$ cat config.mk
export PLATFORM = sky130hd
export DESIGN_NAME = gated_frequency_counter_7seg_unit
export DESIGN_NICKNAME = d
export VERILOG_FILES = /design/src/rtl/gfc_pkg.sv /design/src/rtl/gated_frequency_counter_7seg_unit.sv /design/src/rtl/gfc_bcd_cell.sv /design/src/rtl/gfc_out_skid.sv
export SDC_FILE = /design/constraint.sdc
export NUM_CORES = 1
export LEC_CHECK = 0
export ABC_AREA = 1
export BUFFER_PORTS_ARGS = -buffer_cell sky130_fd_sc_hd__buf_4
export CORE_MARGIN = 1
export CORE_UTILIZATION = 59
export DETAILED_ROUTE_END_ITERATION = 12
export GPL_TIMING_DRIVEN = 0
export PLACE_DENSITY = 0.77
export SYNTH_ARGS = -nofsm -noshare
export SYNTH_HDL_FRONTEND = slang
export SYNTH_SLANG_ARGS = --single-unit
$ cat constraint.sdc
create_clock -name clk -period 6.5 [get_ports clk]
set_clock_uncertainty 0.1 [all_clocks]
set_input_delay 0.65 -clock clk [delete_from_list [all_inputs] [get_ports clk]]
set_output_delay 0.65 -clock clk [all_outputs]
set_load 0.01 [all_outputs]
$ cat src/rtl/gfc_pkg.sv
// Shared types, constants and the segment decoder for the gated frequency counter.
// No dependencies; every other file uses it by scoped names.
package gfc_pkg;

  localparam int DIGITS_DEF   = 6;   // display digits
  localparam int COUNT_DIGITS = 6;   // decimal digits held by the count chain
  localparam int FREQ_W       = 20;
  localparam int GATE_W       = 24;
  localparam int SCAN_W       = 16;
  localparam int CFG_DATA_W   = 24;
  localparam int CFG_IDX_W    = 1;
  localparam int SEL_W        = 3;   // digit select, covers up to eight digits
  localparam int ENABLE_W     = 6;
  localparam int SEG_W        = 7;

  localparam logic [FREQ_W-1:0] COUNT_MAX  = 20'd999999;
  localparam logic [GATE_W-1:0] GATE_RESET = 24'd1000000;
  localparam logic [SCAN_W-1:0] SCAN_RESET = 16'd1000;

  typedef enum logic [CFG_IDX_W-1:0] {
    REG_GATE_TICKS = 1'b0,
    REG_SCAN_TICKS = 1'b1
  } cfg_reg_t;

  typedef struct packed {
    logic rise;
    logic tick;
  } in_item_t;

  typedef struct packed {
    logic [ENABLE_W-1:0] digit_enable;
    logic [SEG_W-1:0]    segments;
    logic [FREQ_W-1:0]   frequency;
  } out_item_t;

  // Control that enters each decimal cell.
  typedef struct packed {
    logic step;      // an input beat is accepted this cycle
    logic carry;     // add one to this digit
    logic gate_end;  // latch and clear
  } cell_ctl_t;

  // Common-cathode pattern, bit 0 is segment a.
  function automatic logic [SEG_W-1:0] seg_of(input logic [3:0] d);
    logic [SEG_W-1:0] s;
    unique case (d)
      4'd0:    s = 7'b0111111;
      4'd1:    s = 7'b0000110;
      4'd2:    s = 7'b1011011;
      4'd3:    s = 7'b1001111;
      4'd4:    s = 7'b1100110;
      4'd5:    s = 7'b1101101;
      4'd6:    s = 7'b1111101;
      4'd7:    s = 7'b0000111;
      4'd8:    s = 7'b1111111;
      4'd9:    s = 7'b1101111;
      default: s = 7'b0000000;
    endcase
    return s;
  endfunction

endpackage

$ cat src/rtl/gated_frequency_counter_7seg_unit.sv
// Top level of the gated frequency counter with a scanned seven-segment display.
// Depends on gfc_pkg, gfc_bcd_cell and gfc_out_skid.
//
//   channel  | ports                              | beat
//   ---------+------------------------------------+------------------------------
//   input    | in_valid, in_ready, in_data        | rise, tick
//   result   | out_valid, out_ready, out_data     | digit_enable, segments, frequency
//   config   | cfg_we, cfg_addr, cfg_wdata        | gate_ticks, scan_ticks
//
// One beat per cycle while in_ready is high; each yields one registered result beat.
// The count is held twice: a binary word for the frequency output and a row of
// decimal cells, one per digit, with the carry rippling cell to cell, so the
// shown digit is a plain select and no division is needed.
// Reset (synchronous, rst_n low) clears counts, timers, scan position and the
// output stage, and restores gate_ticks and scan_ticks to their defaults.
// A stalled result parks in a skid register; in_ready drops only while the skid is full.
module gated_frequency_counter_7seg_unit #(
  parameter int DIGITS = gfc_pkg::DIGITS_DEF
) (
  input  logic                           clk,
  input  logic                           rst_n,
  input  logic                           in_valid,
  output logic                           in_ready,
  input  gfc_pkg::in_item_t              in_data,
  output logic                           out_valid,
  input  logic                           out_ready,
  output gfc_pkg::out_item_t             out_data,
  input  logic                           cfg_we,
  input  logic [gfc_pkg::CFG_IDX_W-1:0]  cfg_addr,
  input  logic [gfc_pkg::CFG_DATA_W-1:0] cfg_wdata
);

  localparam int POS_W = (DIGITS > 1) ? $clog2(DIGITS) : 1;
  localparam int CD    = gfc_pkg::COUNT_DIGITS;

  // configuration registers
  logic [gfc_pkg::GATE_W-1:0] gate_ticks_r;
  logic [gfc_pkg::SCAN_W-1:0] scan_ticks_r;

  // measurement and scan state
  logic [gfc_pkg::FREQ_W-1:0] edge_count_r, edge_count_nxt;
  logic [gfc_pkg::FREQ_W-1:0] freq_r, freq_nxt;
  logic [gfc_pkg::GATE_W-1:0] gate_timer_r, gate_timer_nxt;
  logic [gfc_pkg::SCAN_W-1:0] scan_timer_r, scan_timer_nxt;
  logic [POS_W-1:0]           pos_r, pos_nxt;

  logic                       step, inc, gate_end, scan_end;
  logic [gfc_pkg::FREQ_W-1:0] count_inc;
  logic [gfc_pkg::GATE_W:0]   gate_sum;
  logic [gfc_pkg::SCAN_W:0]   scan_sum;

  logic [CD:0]                carry;
  logic [3:0]                 lat_digit [CD];
  gfc_pkg::cell_ctl_t         cell_ctl [CD];

  logic [gfc_pkg::SEL_W-1:0]  sel;
  logic [7:0]                 enable_full;
  logic [3:0]                 shown;
  gfc_pkg::out_item_t         res;
  logic                       skid_ready;

  assign in_ready = skid_ready;
  assign step     = in_valid && in_ready;

  // Count first: saturate so the top digit never passes nine.
  assign inc       = in_data.rise && (edge_count_r != gfc_pkg::COUNT_MAX);
  assign count_inc = edge_count_r + gfc_pkg::FREQ_W'(inc);

  assign gate_sum = {1'b0, gate_timer_r} + 25'd1;
  assign scan_sum = {1'b0, scan_timer_r} + 17'd1;
  // shrunken or zero lengths end on the next tick
  assign gate_end = in_data.tick && (gate_sum >= {1'b0, gate_ticks_r});
  assign scan_end = in_data.tick && (scan_sum >= {1'b0, scan_ticks_r});

  always_comb begin
    edge_count_nxt = gate_end ? '0 : count_inc;
    freq_nxt       = gate_end ? count_inc : freq_r;

    if (gate_end) begin
      gate_timer_nxt = '0;
    end else if (in_data.tick) begin
      gate_timer_nxt = gate_sum[gfc_pkg::GATE_W-1:0];
    end else begin
      gate_timer_nxt = gate_timer_r;
    end

    if (scan_end) begin
      scan_timer_nxt = '0;
    end else if (in_data.tick) begin
      scan_timer_nxt = scan_sum[gfc_pkg::SCAN_W-1:0];
    end else begin
      scan_timer_nxt = scan_timer_r;
    end

    // advance the scan, wrap after the last digit
    if (!scan_end) begin
      pos_nxt = pos_r;
    end else if (pos_r >= POS_W'(DIGITS - 1)) begin
      pos_nxt = '0;
    end else begin
      pos_nxt = pos_r + POS_W'(1);
    end
  end

  // Row of decimal cells; cell 0 is units.
  assign carry[0] = inc;

  for (genvar i = 0; i < CD; i++) begin : g_cell
    assign cell_ctl[i] = '{step: step, carry: carry[i], gate_end: gate_end};

    gfc_bcd_cell u_cell (
      .clk      (clk),
      .rst_n    (rst_n),
      .ctl_i    (cell_ctl[i]),
      .carry_o  (carry[i+1]),
      .lat_nxt_o(lat_digit[i])
    );
  end

  // Position 0 is the most significant digit; digits above the count read zero.
  always_comb begin
    sel         = gfc_pkg::SEL_W'(DIGITS - 1) - gfc_pkg::SEL_W'(pos_nxt);
    enable_full = 8'b1 << sel;
    shown       = (sel < gfc_pkg::SEL_W'(CD)) ? lat_digit[sel] : 4'd0;

    res.digit_enable = enable_full[gfc_pkg::ENABLE_W-1:0];
    res.segments     = gfc_pkg::seg_of(shown);
    res.frequency    = freq_nxt;
  end

  always_ff @(posedge clk) begin
    if (!rst_n) begin
      gate_ticks_r <= gfc_pkg::GATE_RESET;
      scan_ticks_r <= gfc_pkg::SCAN_RESET;
      edge_count_r <= '0;
      freq_r       <= '0;
      gate_timer_r <= '0;
      scan_timer_r <= '0;
      pos_r        <= '0;
    end else begin
      if (cfg_we) begin
        unique case (gfc_pkg::cfg_reg_t'(cfg_addr))
          gfc_pkg::REG_GATE_TICKS: gate_ticks_r <= cfg_wdata[gfc_pkg::GATE_W-1:0];
          gfc_pkg::REG_SCAN_TICKS: scan_ticks_r <= cfg_wdata[gfc_pkg::SCAN_W-1:0];
          default: ;
        endcase
      end
      // hold the measurement and scan state unless a beat is taken
      if (step) begin
        edge_count_r <= edge_count_nxt;
        freq_r       <= freq_nxt;
        gate_timer_r <= gate_timer_nxt;
        scan_timer_r <= scan_timer_nxt;
        pos_r        <= pos_nxt;
      end
    end
  end

  gfc_out_skid u_out (
    .clk    (clk),
    .rst_n  (rst_n),
    .s_valid(in_valid),
    .s_ready(skid_ready),
    .s_data (res),
    .m_valid(out_valid),
    .m_ready(out_ready),
    .m_data (out_data)
  );

endmodule

$ cat src/rtl/gfc_bcd_cell.sv
// One decimal digit of the edge count with its latched copy.
// Depends on gfc_pkg; chained by the top level, carry passed up one cell per digit.
module gfc_bcd_cell (
  input  logic              clk,
  input  logic              rst_n,
  input  gfc_pkg::cell_ctl_t ctl_i,
  output logic              carry_o,
  output logic [3:0]        lat_nxt_o
);

  logic [3:0] cnt_r, cnt_nxt;
  logic [3:0] lat_r, lat_nxt;
  logic [3:0] cnt_inc;

  always_comb begin
    carry_o = ctl_i.carry && (cnt_r == 4'd9);
    if (ctl_i.carry) begin
      cnt_inc = (cnt_r == 4'd9) ? 4'd0 : cnt_r + 4'd1;
    end else begin
      cnt_inc = cnt_r;
    end
    // the edge of this beat lands in the latched value
    cnt_nxt   = ctl_i.gate_end ? 4'd0 : cnt_inc;
    lat_nxt   = ctl_i.gate_end ? cnt_inc : lat_r;
    lat_nxt_o = lat_nxt;
  end

  always_ff @(posedge clk) begin
    if (!rst_n) begin
      cnt_r <= 4'd0;
      lat_r <= 4'd0;
    end else if (ctl_i.step) begin
      cnt_r <= cnt_nxt;
      lat_r <= lat_nxt;
    end
  end

endmodule

$ cat src/rtl/gfc_out_skid.sv
// Two-entry output stage: output register plus skid register.
// Depends on gfc_pkg for the result beat type.
module gfc_out_skid (
  input  logic               clk,
  input  logic               rst_n,
  input  logic               s_valid,
  output logic               s_ready,
  input  gfc_pkg::out_item_t s_data,
  output logic               m_valid,
  input  logic               m_ready,
  output gfc_pkg::out_item_t m_data
);

  logic               out_valid_r, skid_valid_r;
  gfc_pkg::out_item_t out_data_r, skid_data_r;
  logic               s_fire;

  assign s_ready = !skid_valid_r;
  assign s_fire  = s_valid && s_ready;
  assign m_valid = out_valid_r;
  assign m_data  = out_data_r;

  always_ff @(posedge clk) begin
    if (!rst_n) begin
      out_valid_r  <= 1'b0;
      skid_valid_r <= 1'b0;
    end else if (!out_valid_r || m_ready) begin
      // output slot free: drain skid first, else take the new beat
      if (skid_valid_r) begin
        out_data_r   <= skid_data_r;
        out_valid_r  <= 1'b1;
        skid_valid_r <= 1'b0;
      end else begin
        out_valid_r <= s_fire;
        if (s_fire) begin
          out_data_r <= s_data;
        end
      end
    end else if (s_fire) begin
      // output stalled: park the beat
      skid_data_r  <= s_data;
      skid_valid_r <= 1'b1;
    end
  end

endmodule

==> flow_summary_export.csv, run 1 <==
group,metric,value,unit
grt,grt_max_degree,21,
grt,grtUsageTotal,27.7,%
timing,setup_viol_count_final,0,
drt,drc,0,
yosys,synth_flop_cell,"dfxtp_1",
run,max-cap-violations,0,
placement,detailed_place_hpwl,22900,um
die,fp.dieH,149,um
timing,timing_max_transition_violations_final,0,
yosys,postSynth.asyncResetShare,0,%
clock_tree,htree_levels,1,
grt,antenna_found_initial,0,
clock_tree,number_of_sinks_handled_by_clock_tree_synthesis,239,
grt,grt_first_pass_wirelength,49800,um
placement,gpl.final_weighted_congestion,0.937,
yosys,synth.ff_latch_count,239,
timing,post-route-period-util,85.0,%
yosys,mapped_cell_area,0.0128,mm^2
drt,totalWireLength,30300,um
timing,grt_setup_unrepaired,"false",
yosys,synth.net_count,1836,
clock_tree,post_cts.resized_instances,0,
pwr,p_leak,6.73,nW
drt,wl_per_cell,14.2,um
final_layout,layout_cells_sized_above_1,9.39,%
yosys,syn_area_per_cell,7.32,um^2
clock_tree,cts-buffers-inserted,26,
worst_setup_path,worst_setup_path_end_kind,"register",
yosys,synth_enable_flop_cells,66,
clock_tree,clk_pin_slew,0.06,ns
yosys,post_synth_main_area_contributors,"dfxtp_1 27%, nand2_1 16%, edfxtp_1 15%",
grt,grt_pass1_vias,10656,
worst_setup_path,cpLargestDelayFamily,"simple AND/OR/NAND/NOR gates",
final_layout,fillers,1772,
worst_setup_path,cp_num_buf_inv,5,
worst_setup_path,critPathRequiredTime,6.68,ns
grt,total_grt_overflow,0,
timing,max_slew.worst_pin.slew,0.794,ns
die,rows,53,
clock_tree,cts_hold_buffers,0,
worst_hold_path,worst_hold_path_type,"input pin to register",
drt,vias,11338,
clock_tree,clk_path_buf_depth,3,
yosys,synth_cell_type_count,45,
worst_setup_path,critPathMaxStageDelay,0.42,ns
clock_tree,tritoncts,"yes",
clock_tree,postCtsSetupBuffers,0,
placement,number_of_port_buffers,65,
final_layout,layoutNonFillerInstCount,2139,
yosys,postSynthCellCount,1751,
yosys,cell_type_with_the_highest_aggregate_area_in_the_netlist,"dfxtp_1",
drt,detail_route.first_pass.iterations,5,
worst_setup_path,critical_path_start_type,"register",
drt,final_antenna_net_count,0,
yosys,seq_area_frac_synth,42.5,%
yosys,synth.yosys.warnings,0,
worst_setup_path,worst_ep_arrival_time,5.70,ns
timing,hold_viol,0,
die,die_w,149,um
timing,final.setup.tns,0,ns
drt,via_per_inst,5.30,
run_status,outcome,"complete, no violations",
worst_setup_path,worst_path_most_repeated_cell,"nand2_1",
timing,maxClockFrequency,0.181,GHz
clock_tree,clk-insertion-delay-late,0.53,ns
worst_setup_path,timing.setup.critical_path_class,"register to register",
die,initial_core_util,60.6,%
drt,detail_route.iter0.violations,666,
clock_tree,clock_tree.root_cell,"clkbuf_16",
final_layout,final_net_count,1931,
worst_setup_path,crit_path_max_fo,10,
yosys,synth_top_cell_area_share,27.0,%
timing,layout_min_cycle_time,5.52,ns
die,die_area,0.0223,mm^2
timing,maxSlewHeadroom,47.0,%
final_layout,diodes_inserted,0,
worst_setup_path,crit_slowest_cell,"dfxtp_1",
placement,dp_cells,2093,
pwr,power_density,243,mW/mm^2
die,ios,67,
pwr,vdd_drop_max,184,uV
final_layout,flow.area_growth_from_synthesis,13.8,%
die,core_area,0.0212,mm^2
## synthesized netlist by cell type, drive strengths merged, types with 3 or more instances
cell type / count
nand2: 560
inv: 242
dfxtp: 173
a21oi: 141
nor2: 108
o21ai: 106
nand3: 68
edfxtp: 66
clkbuf: 56
ha: 53
xor2: 44
o211ai: 31
nor3: 18
buf: 17
xnor2: 15
nand4: 14
nand3b: 10
a31oi: 5
o22ai: 5
nor4: 3
or2: 3
## state kept, by name, summed over array words and instances (netlist names), 16 cells and up
register             cells
scan_timer_r            16
gate_timer_r            24
gate_ticks_r            24
g_cell.u_cell.cnt_r     24
u_out.skid_data_r       33
g_cell.u_cell.lat_r     24
u_out.m_data            33
freq_r                  20
edge_count_r            20
scan_ticks_r            16
## worst min-delay path, cell delays in order
cell,delay (ns)
buf_4,0.08
nand2_1,0.04
o211ai_1,0.07
## final timing paths
check	startpoint	endpoint	slack [ns]	cells after the start
max	gate_timer_r[0]$_SDFFE_PN0P_	u_out.skid_data_r[23]$_DFFE_PP_	0.98	34
min	cfg_wdata[17]	gate_ticks_r[17]$_SDFFE_PN1P_	0.26	3
min reg2reg	g_cell[2].u_cell.cnt_r[3]$_SDFFE_PN0P_	g_cell[2].u_cell.cnt_r[3]$_SDFFE_PN0P_	0.37	2
max reg2reg	gate_timer_r[0]$_SDFFE_PN0P_	u_out.skid_data_r[23]$_DFFE_PP_	0.98	34
## per-layer routing
layer  global-route usage, %  share of wire, %  vias to the layer above
met5                       0                 0                        -
met4                    9.85               3.3                        0
met3                    3.46               5.1                       72
met2                    50.3                50                      285
met1                    33.2                42                     5189
li1                        -                 -                     5792
## stage by stage
step	area [um^2]	setup slack (ns)	total power (W)	hold WS [ns]	utilization, %
floorplan	12800	1.80	0.00193	0.335	-
global placement	13700	1.08	0.00205	0.351	64.5
detailed placement	13700	1.05	0.00207	0.356	64.8
CTS	14600	1.00	0.00357	0.250	69.0
global route	14600	0.390	0.00369	0.268	69.0
finish	14600	0.975	0.00355	0.263	69.0
## layout make-up
type / instances / area, um^2 / area share, %
Buffer: 73 / 325 / 2.23
Clock buffer: 33 / 708 / 4.85
Clock inverter: 13 / 168 / 1.15
Inverter: 244 / 916 / 6.28
Multi-Input combinational cell: 1195 / 6140 / 42.1
Sequential cell: 239 / 5450 / 37.3
Tap cell: 275 / 344 / 2.36
Timing Repair Buffer: 67 / 543 / 3.72
## report_power, final
part | switching [W] | internal (W)
clock network | 0.000588 | 0.000924
registers | 0.0000218 | 0.00160
logic | 0.000270 | 0.000143
## cell usage in the layout (no fill, tap or decap), types with 27 or more instances in the layout
cell / count
edfxtp_1: 66
nand2_1: 544
a21oi_1: 141
dfxtp_1: 173
o21ai_0: 92
clkbuf_16: 27
nor2_1: 97
buf_4: 69
inv_1: 231
clkbuf_1: 61
o211ai_1: 31
nand3_1: 60
ha_1: 53
xor2_1: 44
## logic make-up after synthesis
group           synth area share [%]
xor+xnor                        4.03
flops                           42.5
simple gates                    26.2
compound gates                  12.5
buf+inv                         9.68
fa+ha+maj                       5.17
No activity file was read; power rests on OpenSTA's default activity.
==> run 2, diff against run 1 <==
==> constraint.sdc (replaced) <==
create_clock -name clk -period 5.5 [get_ports clk]
set_clock_uncertainty 0.1 [all_clocks]
set_input_delay 0.55 -clock clk [delete_from_list [all_inputs] [get_ports clk]]
set_output_delay 0.55 -clock clk [all_outputs]
set_load 0.01 [all_outputs]
==> run 2 against run 1 <==
Net effect:
- sequential power up 19%
- sequential share of layout area down 0.19 points
- non-clock buffer count up 4
- total power up 18%
- setup slack worse by 0.62 ns
- clock-buffer cell count unchanged
- cell area up 0.61%
- critical endpoint unchanged
- largest cell class unchanged
==> flow_summary_export.csv, run 2 (synthesized netlist as in run 1, its figures left out) <==
group,metric,value,unit
run_status,outcome,"complete, no violations",
worst_setup_path,critPathMaxStageDelay,0.39,ns
final_layout,most_frequent_cells_in_the_layout,"543 x nand2_1, 231 x inv_1, 169 x dfxtp_1",
clock_tree,number_of_sinks_handled_by_clock_tree_synthesis,239,
drt,totalWireLength,30500,um
die,die_w,149,um
timing,setup_viol_count_final,0,
timing,grt_setup_unrepaired,"false",
grt,total_grt_overflow,0,
timing,timing.final.ws_setup,0.355,ns
grt,grt_first_pass_wirelength,49800,um
die,rows,53,
worst_setup_path,timing.setup.critical_path_class,"register to register",
placement,number_of_port_buffers,65,
final_layout,final_common_cell,"nand2_1",
clock_tree,clk_path_buf_depth,3,
clock_tree,clk-insertion-delay-late,0.53,ns
worst_setup_path,r2r_slack,0.36,ns
pwr,power_density,286,mW/mm^2
clock_tree,htree_levels,1,
final_layout,layout_cells_sized_above_1,10.2,%
drt,via_per_inst,5.32,
worst_setup_path,timing.rr.start,"gate_timer_r[0]$_SDFFE_PN0P_",
clock_tree,tritoncts,"yes",
worst_setup_path,critical_path_start_type,"register",
worst_setup_path,worst-r2r-cell-count,34,
grt,antenna_found_initial,0,
drt,vias,11391,
drt,drc,0,
worst_setup_path,rr_endpoint,"u_out.skid_data_r[23]$_DFFE_PP_",
timing,maxClockFrequency,0.194,GHz
drt,detail_route.first_pass.iterations,5,
clock_tree,cts-buffers-inserted,26,
drt,final_antenna_net_count,0,
worst_setup_path,crit_slowest_cell,"dfxtp_2",
worst_setup_path,worst_ep_arrival_time,5.32,ns
worst_setup_path,worst_setup_path_end_kind,"register",
final_layout,final_net_count,1935,
worst_setup_path,critPathRequiredTime,5.68,ns
timing,layout_min_cycle_time,5.14,ns
run,max-cap-violations,0,
pwr,p_leak,6.80,nW
clock_tree,clock_tree.root_cell,"clkbuf_16",
drt,detail_route.iter0.violations,627,
timing,max_slew.worst_pin.slew,0.793,ns
timing,timing_max_transition_violations_final,0,
pwr,vdd_drop_max,218,uV
timing,maxSlewHeadroom,47.1,%
grt,grt_pass1_vias,10656,
worst_setup_path,setup.worst_path.end,"u_out.skid_data_r[23]$_DFFE_PP_",
placement,dp_worst_setup_slack,0.0461,ns
placement,dp_cells,2093,
die,initial_core_util,60.6,%
grt,grt_max_degree,21,
die,ios,67,
placement,detailed_place_hpwl,22900,um
placement,gpl.final_weighted_congestion,0.937,
timing,hold_viol,0,
die,die_area,0.0223,mm^2
worst_setup_path,critical_path.startpoint,"gate_timer_r[0]$_SDFFE_PN0P_",
worst_setup_path,worst_path_most_repeated_cell,"nand2_1",
drt,wl_per_cell,14.2,um
worst_setup_path,crit_path_max_fo,10,
final_layout,finish.utilization,69.4,%
die,core_area,0.0212,mm^2
timing,post-route-period-util,93.5,%
clock_tree,clk_pin_slew,0.06,ns
worst_hold_path,worst_hold_path_type,"input pin to register",
final_layout,final_area,0.0147,mm^2
final_layout,layoutNonFillerInstCount,2143,
final_layout,diodes_inserted,0,
grt,grtUsageTotal,27.7,%
final_layout,flow.area_growth_from_synthesis,14.5,%
die,fp.dieH,149,um
timing,final.setup.tns,0,ns
placement,placed_area,0.0137,mm^2
-- run 2: power by group --
part / switching (W) / internal (W) / total [W] / leakage, nW
clock: 0.000695 / 0.00109 / 0.00179 / 0.419
sequential: 0.0000259 / 0.00189 / 0.00192 / 2.03
combinational: 0.000320 / 0.000170 / 0.000490 / 4.35
total: 0.00104 / 0.00316 / 0.00420 / 6.80
-- run 2: critical path: cells and delay by family, from the launching register on --
kind | cells | cell delay, ns
buffers and inverters | 5 | 0.46
AND/OR/NAND/NOR | 25 | 3.05
adder cells (fa/ha/maj) | 2 | 0.56
AO/OA/AOI/OAI | 1 | 0.16
flip-flops | 1 | 0.39
XOR/XNOR | 1 | 0.18
-- run 2: cell type report --
| cell class | instances | area [um^2] |
|---|---|---|
| multi-input combinational | 1195 | 6190 |
| fill | 1767 | 6480 |
| timing repair buffer | 71 | 573 |
| tap | 275 | 344 |
| clock buffer | 33 | 708 |
| buffer | 73 | 325 |
| inverter | 244 | 916 |
| clock inverter | 13 | 168 |
| sequential | 239 | 5450 |
-- run 2: how the worst min path moves through the flow --
stage	slack [ns]	start	cells past startpoint	endpoint
2_1_floorplan	0.34	gate_ticks_r[10]$_SDFFE_PN0P_	2	gate_ticks_r[10]$_SDFFE_PN0P_
3_3_place_gp	0.35	gate_ticks_r[15]$_SDFFE_PN0P_	2	gate_ticks_r[15]$_SDFFE_PN0P_
3_5_place_dp	0.36	g_cell[0].u_cell.cnt_r[2]$_SDFFE_PN0P_	2	g_cell[0].u_cell.cnt_r[2]$_SDFFE_PN0P_
4_1_cts	0.15	cfg_wdata[17]	3	gate_ticks_r[17]$_SDFFE_PN1P_
5_1_grt	0.17	cfg_wdata[3]	3	scan_ticks_r[3]$_SDFFE_PN1P_
6_report	0.16	cfg_wdata[17]	3	gate_ticks_r[17]$_SDFFE_PN1P_
-- run 2: per-layer routing --
metal | track usage [%] | up-vias | share of wire (%) | wire length (um)
met5 | 0 | - | 0 | 0
met4 | 9.85 | 0 | 3.2 | 967
met3 | 3.46 | 70 | 5.3 | 1620
met2 | 50.3 | 315 | 50 | 15200
met1 | 33.2 | 5214 | 42 | 12700
li1 | - | 5792 | - | -
-- run 2: stage by stage --
step / power (W) / hold WS (ns)
after floorplan: 0.00228 / 0.335
after global placement: 0.00242 / 0.351
after detailed placement: 0.00244 / 0.356
after CTS: 0.00422 / 0.150
after global routing: 0.00436 / 0.168
final: 0.00420 / 0.160
-- run 2: timing repair --
| item | 4_1_cts | 5_1_grt |
|---|---|---|
| hold buffers | 0 | 0 |
| setup buffers | 0 | 4 |
| gates resized for setup | 0 | 17 |
| hold endpoints to repair | 0 | 0 |
| setup endpoints to repair | 0 | 16 |
